--- src/rtl/asfe_pkg.sv ---
// ----------------------------------------------------------------------------
// asfe_pkg
// Shared constants, command codes and status bundle of the adaptive
// Shannon-Fano encoder.
// ----------------------------------------------------------------------------
package asfe_pkg;

	localparam int unsigned TABLE_DEPTH_DEFAULT = 64;
	localparam int unsigned SYM_W               = 32;
	localparam int unsigned CNT_W               = 32;
	localparam int unsigned BC_W                = 6;
	localparam int unsigned CHUNK_W             = 32;
	localparam logic [SYM_W-1:0] ESCAPE_VALUE   = 32'h7fff_ffff;
	localparam logic [BC_W-1:0]  CHUNK_BITS     = 6'd32;

	// datapath commands issued by the controller
	typedef enum logic [4:0] {
		CMD_NONE,
		CMD_INIT,
		CMD_LOAD,
		CMD_SRCH_RD,
		CMD_SRCH_CMP,
		CMD_RESOLVE,
		CMD_SUM_START,
		CMD_SUM_RD,
		CMD_SUM_ADD,
		CMD_WALK_START,
		CMD_WALK_INIT,
		CMD_WALK_RD,
		CMD_WALK_ADD,
		CMD_SPLIT,
		CMD_EMIT_CODE,
		CMD_EMIT_RAW,
		CMD_APPEND,
		CMD_BUMP_RD,
		CMD_BUMP_GET,
		CMD_SCAN_RD,
		CMD_SCAN_CMP,
		CMD_WR_SELF,
		CMD_T_RD,
		CMD_WR_POS,
		CMD_WR_T
	} cmd_t;

	// datapath status seen by the controller
	typedef struct packed {
		logic srch_last;
		logic unknown;
		logic split_done;
		logic code_full;
		logic has_code;
		logic out_free;
		logic append_req;
		logic sum_last;
		logic walk_go;
		logic pos_zero;
		logic scan_hit;
		logic scan_end;
		logic t_is_pos;
	} status_t;

endpackage

--- src/rtl/asfe_ctrl.sv ---
// ----------------------------------------------------------------------------
// asfe_ctrl
// Sequencer of the encoder: search, split loop, chunk emission and table
// reorder, one symbol at a time.
// ----------------------------------------------------------------------------
module asfe_ctrl (
	input  logic              clk,
	input  logic              arst_n,
	input  logic              s_tvalid,
	output logic              s_tready,
	input  asfe_pkg::status_t status,
	output asfe_pkg::cmd_t    cmd
);

	typedef enum logic [4:0] {
		ST_INIT, ST_IDLE, ST_SRCH_RD, ST_SRCH_CMP, ST_RESOLVE, ST_CHECK,
		ST_SUM_START, ST_SUM_RD, ST_SUM_ADD, ST_WALK_START, ST_WALK_INIT,
		ST_WALK_TEST, ST_WALK_RD, ST_WALK_ADD, ST_SPLIT, ST_EMIT_CODE,
		ST_EMIT_RAW, ST_APPEND, ST_BUMP_RD, ST_BUMP_GET, ST_SCAN_RD,
		ST_SCAN_CMP, ST_SWAP_SEL, ST_WR_SELF, ST_T_RD, ST_WR_POS, ST_WR_T
	} state_t;

	state_t state_q;
	logic   s_tready_q;

	// command decode
	always_comb begin
		unique case (state_q)
			ST_INIT:       cmd = asfe_pkg::CMD_INIT;
			ST_IDLE:       cmd = s_tvalid ? asfe_pkg::CMD_LOAD : asfe_pkg::CMD_NONE;
			ST_SRCH_RD:    cmd = asfe_pkg::CMD_SRCH_RD;
			ST_SRCH_CMP:   cmd = asfe_pkg::CMD_SRCH_CMP;
			ST_RESOLVE:    cmd = asfe_pkg::CMD_RESOLVE;
			ST_SUM_START:  cmd = asfe_pkg::CMD_SUM_START;
			ST_SUM_RD:     cmd = asfe_pkg::CMD_SUM_RD;
			ST_SUM_ADD:    cmd = asfe_pkg::CMD_SUM_ADD;
			ST_WALK_START: cmd = asfe_pkg::CMD_WALK_START;
			ST_WALK_INIT:  cmd = asfe_pkg::CMD_WALK_INIT;
			ST_WALK_RD:    cmd = asfe_pkg::CMD_WALK_RD;
			ST_WALK_ADD:   cmd = asfe_pkg::CMD_WALK_ADD;
			ST_SPLIT:      cmd = asfe_pkg::CMD_SPLIT;
			ST_EMIT_CODE:  cmd = status.out_free ? asfe_pkg::CMD_EMIT_CODE
			                                     : asfe_pkg::CMD_NONE;
			ST_EMIT_RAW:   cmd = status.out_free ? asfe_pkg::CMD_EMIT_RAW
			                                     : asfe_pkg::CMD_NONE;
			ST_APPEND:     cmd = asfe_pkg::CMD_APPEND;
			ST_BUMP_RD:    cmd = asfe_pkg::CMD_BUMP_RD;
			ST_BUMP_GET:   cmd = asfe_pkg::CMD_BUMP_GET;
			ST_SCAN_RD:    cmd = asfe_pkg::CMD_SCAN_RD;
			ST_SCAN_CMP:   cmd = asfe_pkg::CMD_SCAN_CMP;
			ST_WR_SELF:    cmd = asfe_pkg::CMD_WR_SELF;
			ST_T_RD:       cmd = asfe_pkg::CMD_T_RD;
			ST_WR_POS:     cmd = asfe_pkg::CMD_WR_POS;
			ST_WR_T:       cmd = asfe_pkg::CMD_WR_T;
			default:       cmd = asfe_pkg::CMD_NONE;
		endcase
	end

	// state and input ready
	always_ff @(posedge clk or negedge arst_n) begin
		if (!arst_n) begin
			state_q    <= ST_INIT;
			s_tready_q <= 1'b0;
		end else begin
			s_tready_q <= 1'b0;
			unique case (state_q)
				ST_INIT: begin
					state_q    <= ST_IDLE;
					s_tready_q <= 1'b1;
				end
				ST_IDLE: begin
					if (s_tvalid) begin
						state_q <= ST_SRCH_RD;
					end else begin
						s_tready_q <= 1'b1;
					end
				end
				ST_SRCH_RD:  state_q <= ST_SRCH_CMP;
				ST_SRCH_CMP: state_q <= status.srch_last ? ST_RESOLVE : ST_SRCH_RD;
				ST_RESOLVE:  state_q <= ST_CHECK;
				ST_CHECK: begin
					priority if (status.split_done) begin
						if (status.has_code) state_q <= ST_EMIT_CODE;
						else if (status.unknown) state_q <= ST_EMIT_RAW;
						else state_q <= ST_BUMP_RD;
					end else if (status.code_full) begin
						state_q <= ST_EMIT_CODE;
					end else begin
						state_q <= ST_SUM_START;
					end
				end
				ST_SUM_START:  state_q <= ST_SUM_RD;
				ST_SUM_RD:     state_q <= ST_SUM_ADD;
				ST_SUM_ADD:    state_q <= status.sum_last ? ST_WALK_START : ST_SUM_RD;
				ST_WALK_START: state_q <= ST_WALK_INIT;
				ST_WALK_INIT:  state_q <= ST_WALK_TEST;
				ST_WALK_TEST:  state_q <= status.walk_go ? ST_WALK_RD : ST_SPLIT;
				ST_WALK_RD:    state_q <= ST_WALK_ADD;
				ST_WALK_ADD:   state_q <= ST_WALK_TEST;
				ST_SPLIT:      state_q <= ST_CHECK;
				ST_EMIT_CODE: begin
					if (status.out_free) begin
						priority if (!status.split_done) state_q <= ST_SUM_START;
						else if (status.unknown) state_q <= ST_EMIT_RAW;
						else state_q <= ST_BUMP_RD;
					end
				end
				ST_EMIT_RAW: begin
					if (status.out_free) begin
						state_q <= status.append_req ? ST_APPEND : ST_BUMP_RD;
					end
				end
				ST_APPEND:   state_q <= ST_BUMP_RD;
				ST_BUMP_RD:  state_q <= ST_BUMP_GET;
				ST_BUMP_GET: state_q <= status.pos_zero ? ST_WR_SELF : ST_SCAN_RD;
				ST_SCAN_RD:  state_q <= ST_SCAN_CMP;
				ST_SCAN_CMP: begin
					state_q <= (status.scan_hit && !status.scan_end) ? ST_SCAN_RD
					                                                 : ST_SWAP_SEL;
				end
				ST_SWAP_SEL: state_q <= status.t_is_pos ? ST_WR_SELF : ST_T_RD;
				ST_T_RD:     state_q <= ST_WR_POS;
				ST_WR_POS:   state_q <= ST_WR_T;
				ST_WR_SELF, ST_WR_T: begin
					state_q    <= ST_IDLE;
					s_tready_q <= 1'b1;
				end
				default:     state_q <= ST_IDLE;
			endcase
		end
	end

	assign s_tready = s_tready_q;

	// results leave only into a free output register
	a_emit_free: assert property (@(posedge clk) disable iff (!arst_n)
		(cmd == asfe_pkg::CMD_EMIT_CODE || cmd == asfe_pkg::CMD_EMIT_RAW)
		|-> status.out_free)
		else $error("emit into a busy output register");

	// a new symbol is taken only from the idle state
	a_load_idle: assert property (@(posedge clk) disable iff (!arst_n)
		(s_tvalid && s_tready) |-> (state_q == ST_IDLE && cmd == asfe_pkg::CMD_LOAD))
		else $error("symbol accepted outside idle");

	// the table is reordered only after the last result is handed over
	a_bump_after_emit: assert property (@(posedge clk) disable iff (!arst_n)
		(state_q == ST_BUMP_RD) |-> (status.split_done))
		else $error("reorder before the code is complete");

endmodule

--- config.mk ---
export PLATFORM = sky130hd
export DESIGN_NAME = asfe_ctrl
export DESIGN_NICKNAME = d
export VERILOG_FILES = /design/src/rtl/asfe_pkg.sv /design/src/rtl/asfe_ctrl.sv
export SDC_FILE = /design/constraint.sdc
export NUM_CORES = 1
export LEC_CHECK = 0
export BUFFER_PORTS_ARGS = -buffer_cell sky130_fd_sc_hd__buf_2
export CORE_MARGIN = 2
export CORE_UTILIZATION = 35
export CTS_CLUSTER_SIZE = 28
export DETAILED_ROUTE_END_ITERATION = 12
export GPL_ROUTABILITY_DRIVEN = 1
export GPL_TIMING_DRIVEN = 0
export HOLD_SLACK_MARGIN = 0.03
export SYNTH_ARGS = -nofsm -noshare
export SYNTH_HDL_FRONTEND = slang
export SYNTH_SLANG_ARGS = --single-unit
--- constraint.sdc ---
create_clock -name clk -period 2.5 [get_ports clk]
set_input_delay 0.25 -clock clk [delete_from_list [all_inputs] [get_ports clk]]
set_output_delay 0.25 -clock clk [all_outputs]
set_load 0.03 [all_outputs]
# After elaboration in Yosys (flattened, before gate mapping)
# Cells that the tools add are included.
[word_totals]
elab_cells = 60
rom_bits = 0
inputBits = 16
reg_bits = 6
latchBits = 0
ram_bits = 0
memories = 0
[op_classes]
n_shift = 0
add_sub_neg = 0
eq_ne = 29
n_div = 0
n_mul = 0
mux = 22
order_cmp = 0
bitwise_logic = 0
reduce_logical = 7
[ops]
columns = ["operator", "n"]
rows = [
  ["5-bit case mux with 24 select lines", 1],
  ["5-bit case mux with 22 select lines", 1],
  ["5-bit equality test (second input constant)", 11],
  ["5-bit by 4-bit equality test with 1-bit output (second input constant)", 8],
  ["5-bit 2-to-1 mux", 6],
  ["5-bit by 3-bit equality test with 1-bit output (second input constant)", 4],
  ["4-bit 2-to-1 mux", 5],
  ["2-bit 2-to-1 mux", 6],
  ["5-bit by 2-bit equality test with 1-bit output (second input constant)", 2],
  ["2-bit != test (second input constant)", 3],
  ["5-bit by 1-bit equality test with 1-bit output (second input constant)", 1],
  ["5-bit logical NOT", 1],
  ["2-bit OR reduction", 2],
  ["3-bit 2-to-1 mux", 1],
  ["3-bit AND reduction", 1],
  ["3-bit OR reduction", 1],
  ["1-bit case mux with 2 select lines", 1],
  ["1-bit logical AND", 1],
  ["1-bit logical NOT", 1],
  ["1-bit 2-to-1 mux", 1],
]

# Depth between registers and ports, before layout
# Gate-level depths: netlist (run 1).
[depth]
ltp_word = 4
depth_mapped = 7

# Worst setup path after synthesis (run 1)
# OpenSTA, ideal clock, no wires.
[synth_path]
path_kind = "reg2out"
from = "register state_q[1]"
to = "output cmd[0]"
path_buffers = 3
arrival_ns = 1.588
slack_ns = 0.662
path_stages_with_launch = 7
path_cell_list = "dfrtp_1 buf_6 buf_2 buf_1 nor3_1 a311oi_1 a21oi_1"
[synth_via]
elab_chain_len = 2
word_cells_on_any_way = 25
classes_between = "eq/ne (23); mux (1); reduce/logical (1)"
[synth_rtl]
columns = ["element", "line_no", "text"]
rows = [
  ["start, declared", "asfe_ctrl.sv:23", "state_t state_q;"],
  ["start signal, assigned", "asfe_ctrl.sv:79", "ST_SRCH_CMP: state_q <= status.srch_last ? ST_RESOLVE : ST_SRCH_RD;"],
  ["start signal, assigned", "asfe_ctrl.sv:94", "ST_SUM_ADD: state_q <= status.sum_last ? ST_WALK_START : ST_SUM_RD;"],
  ["start signal, assigned", "asfe_ctrl.sv:97", "ST_WALK_TEST: state_q <= status.walk_go ? ST_WALK_RD : ST_SPLIT;"],
  ["5-bit equality test (tied with other cells)", "asfe_ctrl.sv:28", "unique case (state_q)"],
  ["5-bit case mux with 24 select lines (*)", "asfe_ctrl.sv:28", ""],
  ["end, declared", "asfe_ctrl.sv:12", "output asfe_pkg::cmd_t cmd"],
]
# Every way passes the cells marked *; elsewhere a longest branch is shown, timed or not.

# Worst setup path after layout (run 1)
# Same ends and word-level chain as after synthesis.

==> metrics, run 1 <==
Seq. cell area=roughly 150 um^2; Crit Path Max Fanout=10; Min Hold Slack=around 360 ps; Synth top area share=between 10% and 20%; Hold/Removal Path Class=in2async; starting DRC count in detailed routing=91; Warnings, synthesis=0; commonest non-fill, non-tap cell in the layout=buf_2; FF+latch count, synth=6; Final period util=88.1%; GRT met2 Usage=between 30% and 40%; crit path launch type=flip-flop; Clock transition at path regs=~40 ps; Core ar.=0.00276 mm^2; post-CTS sizing=0; Slew Limit Headroom=about two thirds; Fin. Hold Viols=0; Power Density=1400 mW/mm^2; Arr. time, crit path=approximately 2000 ps; Starting Density=between 30% and 40%; vias per cell=6.18; syn nets=166; vias in the first global route=1144; register area share after synthesis=between 10% and 20%; Max clock buf depth=2; Die Y=just under 60 um; fin util=between 40% and 50%; Most used DFF post-synth=dfrtp_1; Synth area leaders=dfrtp_1 15%, a21oi_1 8.9%, nand2b_1 6.8%; RSZ-0062 raised after global routing=no; most frequent cells in the layout=31 x buf_2, 18 x a21oi_1, 16 x nand2_1; Peak VDD IR=~0.00085 V; reg2reg end=state_q[1]; final slew viol count=0; initial antenna violation count=0; R2R setup slack=around 760 ps; FP Rows=19; GP Congestion=~0.94; DRC=0; share of cells above drive strength 1=24.0%; die footprint=around 0.0033 mm^2; Final Setup Violations=0; GRT busiest layer=met2; Register-to-Register Path Depth=7; Antenna Nets Post-Route=0; Mapped Area=about 0.001 mm^2; Peak Freq=454 MHz; post-layout min period=2200 ps; CP max stage delay=about 390 ps; CP Capture Type=output port; MaxCap Viol Count=0; # clock sinks=6; Total Routing Usage GR=20.2%; synth unique cells=44; slowest CP cell=buf_1; slew of the pin with the lowest slew margin=about 470 ps; cell mode on critical path=buf_2; Die X=57.8 um; # IOs=22; GR Util met1=approximately 28%; total power=about 1.7 mW; Post-DP HPWL=around 2.4 mm; total CTS buffers=3; largest net degree at the start of global routing=11; GRT overflow=0; H-tree depth=1; status=finished clean; Final Skew=about 2.8 ps; Worst R2R Start=state_q[0]; CTS tree=done; WL/cell=about 16 um; vias=1274; setup TNS=0 ps; cells after synthesis=150; Crit Path Class=reg2out; Diodes inserted=0; CP cell instances=buf_6 -> buf_2 -> buf_1 -> nor3_1 -> a311oi_1 -> a21oi_1 -> buf_2; Root Buffer=clkbuf_4; count of port buffers added during placement=21; fin nets=~190; post-synth top area cell=dfrtp_1; fraction of registers with async set or reset after synthesis=between 90% and 100%; met3 Use GR=under 10%; Area growth syn-to-layout=17.4%; Crit path required time=2250 ps; Post-synth EDFFs=0; clock latency on the worst-skew pair=about 240 ps; final WL=around 3.3 mm; Fillers=306; Multi-input gate area=between 700 and 800 um^2; 1st-pass router iterations=4; Pleak=between 0.5 and 0.6 nW; Post-Synthesis Mean Instance Area=a little under 7 um^2; first-pass GRT wire length=about 5.3 mm
[stage by stage]
stage                     cells  worst slack, ps  area (um^2)
final                       206              297         1190
after global routing        206              141         1190
after detailed placement    202              564         1160
after global placement      202              601         1160
after CTS                   206              299         1190
after floorplan             150              662         1010
[synthesized netlist by cell type (2+ instances only)]
master,number
a211oi_1,2
a21oi_1,18
a311oi_1,2
a41o_1,2
buf_2,10
buf_6,2
clkbuf_1,2
dfrtp_1,6
inv_1,6
nand2_1,16
nand2b_1,11
nand3_1,6
nand4_1,2
nor2_1,11
nor2b_1,6
nor3_1,5
o21ai_0,7
o22a_1,2
o22ai_1,7
o32ai_1,2
or3_1,2
[sequential cells by signal (all words and copies together), names as in the netlist]
name	count
state_q	5
s_tready	1
[repair_timing]
item,CTS,global route
hold endpoints to repair,6,0
hold buffers,1,0
setup buffers,0,0
[layer usage]
layer	up-vias	wire, um
met4	0	9
met1	588	1410
met3	2	379
met5	-	0
li1	606	-
met2	78	1520
[critical path: cells and delay by family (launching register included)]
kind | cells | cell delay, ps
buf+inv | 4 | 930
simple gates | 1 | 120
flops | 1 | 330
compound gates | 2 | 340
[how the worst max path moves through the flow]
stage          startpoint     end  slack [ps]  depth (start not counted)
2_1_floorplan  state_q[1]  cmd[0]         660                          6
3_3_place_gp   state_q[4]  cmd[1]         600                          8
4_1_cts        state_q[4]  cmd[1]         300                          8
6_report       state_q[1]  cmd[0]         300                          7
3_5_place_dp   state_q[4]  cmd[1]         560                          8
5_1_grt        state_q[4]  cmd[1]         140                          8
[report_power, final]
group          switching (mW)  leakage, nW  internal, mW
logic                   0.916        0.416         0.497
clock network          0.0309       0.0138        0.0540
registers              0.0260       0.0758         0.144
[area by class of cell]
class                   count  area share [%]
repair buffers             22            9.67
flip-flops and latches      6            12.6
plain buffers              15            7.05
well taps                  31            3.26
clock buffers               3            1.89
multi-input cells         122            63.3
inverters                   7            2.21
[kinds of logic (layout without fill, tap and decap cells)]
group                      Yosys count  count (layout)  share of synthesized area, %
and+or+nand+nor                     66              66                          34.7
DFF                                  6               6                          14.8
xor gates and xnor gates             1               1                         0.864
buffers and inverters               22              47                          10.9
AOI/OAI and AO/OA                   54              54                          37.8
adders and majority gates            1               1                         0.988
(Power assumes the default switching activity.)
==> inputs of run 2 (changes only) <==
--- a/config.mk
+++ b/config.mk
@@ -7,12 +7,13 @@
 export LEC_CHECK = 0
 export BUFFER_PORTS_ARGS = -buffer_cell sky130_fd_sc_hd__buf_2
 export CORE_MARGIN = 2
-export CORE_UTILIZATION = 35
+export CORE_UTILIZATION = 54
 export CTS_CLUSTER_SIZE = 28
 export DETAILED_ROUTE_END_ITERATION = 12
 export GPL_ROUTABILITY_DRIVEN = 1
 export GPL_TIMING_DRIVEN = 0
 export HOLD_SLACK_MARGIN = 0.03
+export PLACE_DENSITY = 0.79
 export SYNTH_ARGS = -nofsm -noshare
 export SYNTH_HDL_FRONTEND = slang
 export SYNTH_SLANG_ARGS = --single-unit
==> run 2 against run 1 <==
Compared with the run above: global-route usage increased by 12 points; hold slack worse by 0.91 ps; sequential cell count unchanged; clock skew shrank 2.5 ps; combinational power about the same; final cell count is 2.9% lower.
==> metrics, run 2 (synthesis gave the netlist of run 1 again) <==
status=finished clean; Root Buffer=clkbuf_4; switching share of power=roughly three fifths; crit path launch type=flip-flop; Design Area, Final=0.00118 mm^2; Arr. time, crit path=between 1500 and 2000 ps; Final Skew=0.300 ps; Flop pwr share=roughly a tenth; final worst setup slack=approximately 270 ps; Biggest register=state_q; Antenna Nets Post-Route=0; vias per cell=~6.5; final WL=around 3.3 mm; Final Setup Violations=0; post-place setup slack=between 500 and 600 ps; Final period util=89.0%; Diodes inserted=0; Crit path required time=roughly 2300 ps; Total Routing Usage GR=about a third; Gate power share=roughly 84%; clock network power share=under 10%; cell mode on critical path=buf_2; fin nets=~190; Crit Path Class=reg2out; H-tree depth=1; Min Hold Slack=358 ps; Area growth syn-to-layout=16.7%; post-CTS sizing=0; Power Density=approximately 1400 mW/mm^2; RSZ-0062 raised after global routing=no; commonest non-fill, non-tap cell in the layout=buf_2; largest net degree at the start of global routing=11; die footprint=0.00224 mm^2; GRT overflow=0; CP Capture Type=output port; slew of the pin with the lowest slew margin=approximately 530 ps; most frequent cells in the layout=31 x buf_2, 18 x a21oi_1, 16 x nand2_1; share of cells above drive strength 1=24.0%; CP max stage delay=around 370 ps; WL/cell=around 16 um; DRC=0; slowest CP cell=nor2b_1; vias in the first global route=approximately 1100; P_sw=between 0.9 and 1 mW; 1st-pass router iterations=5; Peak Freq=about 450 MHz; Int Pwr=0.695 mW; Post-DP HPWL=~2.3 mm; Core ar.=about 0.0017 mm^2; Pleak=roughly 0.5 nW; post-layout min period=roughly 2200 ps; Placed Area=between 0.001 and 0.0015 mm^2; Max clock buf depth=2; Die X=~47 um; FP Rows=15; Hold/Removal Path Class=in2async; Fin. Hold Viols=0; # IOs=22; GP Congestion=0.971; starting DRC count in detailed routing=between 90 and 100; Slew Limit Headroom=63.7%; MaxCap Viol Count=0; Starting Density=58.1%; CTS tree=done; clock latency on the worst-skew pair=250 ps; max reg flops=5; Die Y=approximately 47 um; vias=1307; Peak VDD IR=between 0.0008 and 0.0009 V; setup TNS=0 ps; Clock transition at path regs=roughly 40 ps; count of port buffers added during placement=21; # clock sinks=6; first-pass GRT wire length=5.10 mm; final slew viol count=0; Crit Path Max Fanout=10; total CTS buffers=3; initial antenna violation count=0; CP cell instances=buf_2 -> buf_2 -> nor2b_1 -> a21oi_1 -> a21oi_1 -> o21ai_0 -> nand2_1 -> buf_2
-- run 2: cell counts in the layout (fill, tap and decap cells not counted) --
Identical to the previous run, type by type.
-- run 2: final timing paths --
check / endpoint / depth (start not counted) / slack (ps) / start
max: cmd[1] / 8 / 270 / state_q[4]
min: state_q[4] / 2 / 360 / arst_n
max reg2reg: state_q[1] / 7 / 800 / state_q[0]
min in group clk: state_q[0] / 3 / 450 / status[7]
max in group asynchronous: state_q[1] / 2 / 2000 / arst_n
min reg2reg: state_q[0] / 3 / 760 / state_q[0]
-- run 2: worst max-delay path, delay by kind of cell (launching register included) --
family	cells	cell delay [ps]
AND/OR/NAND/NOR	2	440
buffers and inverters	3	590
AO/OA/AOI/OAI	3	330
flip-flops	1	350
-- run 2: metal layers --
layer | up-vias | part of all wire, % | track usage [%]
li1 | 601 | - | -
met1 | 580 | 40 | 46.8
met2 | 118 | 47 | 48.6
met3 | 8 | 12 | 6.15
met4 | 0 | 1.2 | 10.0
met5 | - | 0 | 0
-- run 2: power groups by stage --
stage,Combinational (mW),Clock (mW),Sequential [mW]
5_1_grt,1.53,0.102,0.177
3_5_place_dp,1.37,0,0.173
3_3_place_gp,1.35,0,0.170
6_report,1.41,0.0906,0.172
4_1_cts,1.37,0.0931,0.171
2_1_floorplan,1.05,0,0.178
-- run 2: what timing repair did --
action | in CTS | in global routing
buffers inserted | 0 | 0
hold endpoints to repair | 6 | 0
hold buffers | 1 | 0
-- run 2: layout make-up --
class / instances / area [um^2]
well taps: 25 / 31.3
flip-flops and latches: 6 / 150
multi-input cells: 122 / 753
inverters: 7 / 26.3
fillers: 169 / 563
clock buffers: 3 / 22.5
plain buffers: 15 / 83.8
repair buffers: 22 / 115
-- run 2: through the flow --
| stage | instances | power [mW] | util (%) |
|---|---|---|---|
| final | 200 | 1.67 | 67.7 |
| after global routing | 200 | 1.80 | 67.7 |
| after floorplan | 150 | 1.22 | - |
| after CTS | 200 | 1.64 | 67.7 |
| after detailed placement | 196 | 1.54 | 65.9 |
| after global placement | 196 | 1.52 | 65.9 |
==> inputs of run 3 (changes only) <==
--- a/config.mk
+++ b/config.mk
@@ -7,13 +7,12 @@
 export LEC_CHECK = 0
 export BUFFER_PORTS_ARGS = -buffer_cell sky130_fd_sc_hd__buf_2
 export CORE_MARGIN = 2
-export CORE_UTILIZATION = 54
+export CORE_UTILIZATION = 30
 export CTS_CLUSTER_SIZE = 28
 export DETAILED_ROUTE_END_ITERATION = 12
 export GPL_ROUTABILITY_DRIVEN = 1
 export GPL_TIMING_DRIVEN = 0
 export HOLD_SLACK_MARGIN = 0.03
-export PLACE_DENSITY = 0.79
 export SYNTH_ARGS = -nofsm -noshare
 export SYNTH_HDL_FRONTEND = slang
 export SYNTH_SLANG_ARGS = --single-unit
==> run 3 against run 2 <==
Compared with the run above: via count down 3.7%; fmax up 2.1%; setup slack better by 45 ps; largest power group unchanged.
==> metrics, run 3 (synthesis gave the netlist of run 1 again) <==
fin util=between 30 and 40%; switching share of power=approximately 58%; Total Routing Usage GR=between 15 and 20%; most frequent cells in the layout=31 x buf_2, 18 x a21oi_1, 16 x nand2_1; WL/cell=between 15 and 20 um; Gate power share=roughly 85%; R2R setup slack=740 ps; final worst setup slack=about 320 ps; Crit Path Class=reg2out; GP Congestion=0.911; Flop pwr share=about a tenth; first-pass GRT wire length=~5.4 mm; Starting Density=30.9%; 1st-pass router iterations=4; Final Skew=between 1.5 and 2 ps; Peak VDD IR=around 0.00034 V; count of port buffers added during placement=21; Worst R2R Start=state_q[0]; CTS tree=done; share of cells above drive strength 1=between 20% and 30%; starting DRC count in detailed routing=89; total CTS buffers=3; Peak Freq=~460 MHz; post-place setup slack=~600 ps; max reg flops=5; Slew Limit Headroom=69.3%; Max clock buf depth=2; FP Rows=21; DRC=0; Fin. Hold Viols=0; Power Density=around 1400 mW/mm^2; GRT overflow=0; Int Pwr=around 0.7 mW; Pleak=approximately 0.51 nW; Area growth syn-to-layout=19.3%; Post-DP HPWL=approximately 2.5 mm; Crit path required time=about 2300 ps; RSZ-0062 raised after global routing=no; Crit Path Max Fanout=10; Design Area, Final=between 0.001 and 0.0015 mm^2; largest net degree at the start of global routing=11; Root Buffer=clkbuf_4; # IOs=22; MaxCap Viol Count=0; fin nets=between 150 and 200; Final period util=a little under 90%; post-layout min period=about 2200 ps; Diodes inserted=0; setup TNS=0 ps; final slew viol count=0; vias in the first global route=1151; GR Util met1=between 20% and 30%; Final Setup Violations=0; Biggest register=state_q; P_sw=about 0.97 mW; final WL=3.33 mm; GRT met2 Usage=a little over a quarter; crit path launch type=flip-flop; post-CTS sizing=0; # clock sinks=6; vias per cell=5.69; Final Non-Filler Cells=~220; initial antenna violation count=0; Die Y=62.1 um; clock latency on the worst-skew pair=about 240 ps; vias=about 1300; Hold/Removal Path Class=in2async; slew of the pin with the lowest slew margin=approximately 460 ps; Arr. time, crit path=~1900 ps; Placed Area=0.00118 mm^2; reg2reg end=state_q[1]; Core ar.=around 0.0033 mm^2; GRT busiest layer=met2; Register-to-Register Path Depth=7; CP Capture Type=output port; H-tree depth=1; met3 Use GR=roughly 3.6%; status=finished clean; Antenna Nets Post-Route=0; Die X=~62 um; Clock transition at path regs=approximately 40 ps; clock network power share=~5.2%; Placed Cells=about 220; commonest non-fill, non-tap cell in the layout=buf_2; die footprint=a little under 0.004 mm^2
[run 3: cell counts in the layout (fill, tap and decap cells not counted)]
Identical to the previous run, type by type.
[run 3: routing by layer]
layer,share of wire [%],up-vias
met1,45,582
met5,0,-
met3,7.5,4
met2,47,65
met4,1.0,0
li1,-,607
[run 3: worst max-delay path, cell delays in order (launching register included)]
cell	delay, ps
dfrtp_1	330
buf_6	130
buf_2	210
buf_1	400
nor3_1	110
a311oi_1	260
a21oi_1	60
buf_2	180
[run 3: stage by stage]
| step | hold slack, ps | power [mW] |
|---|---|---|
| after floorplan | -45.6 | 1.22 |
| after global placement | 75.2 | 1.57 |
| after detailed placement | 75.8 | 1.55 |
| after CTS | 349 | 1.65 |
| after global routing | 336 | 1.80 |
| final | 349 | 1.66 |
[run 3: power groups by stage]
| stage | Clock [mW] | Combinational, mW | Sequential, mW |
|---|---|---|---|
| after CTS | 0.0914 | 1.39 | 0.170 |
| after floorplan | 0 | 1.05 | 0.178 |
| after global placement | 0 | 1.40 | 0.170 |
| after global routing | 0.101 | 1.52 | 0.176 |
| after detailed placement | 0 | 1.38 | 0.171 |
| final | 0.0860 | 1.41 | 0.170 |
[run 3: what timing repair did]
| item | 4_1_cts | 5_1_grt |
|---|---|---|
| setup buffers | 0 | 0 |
| hold buffers | 1 | 0 |
| endpoints found under the hold margin | 6 | 0 |
[run 3: layout make-up]
type | instances | area [um^2]
fill | 362 | 2080
tap | 46 | 57.6
inverter | 7 | 26.3
timing repair buffer | 22 | 115
buffer | 15 | 83.8
clock buffer | 3 | 22.5
sequential | 6 | 150
multi-input combinational | 122 | 753
[run 3: worst max path at each step]
stage | cells past startpoint | slack (ps) | startpoint | end
floorplan | 6 | 660 | state_q[1] | cmd[0]
global placement | 7 | 600 | state_q[1] | cmd[0]
detailed placement | 8 | 600 | state_q[4] | cmd[1]
CTS | 8 | 330 | state_q[4] | cmd[1]
global route | 8 | 160 | state_q[4] | cmd[1]
finish | 7 | 320 | state_q[1] | cmd[0]
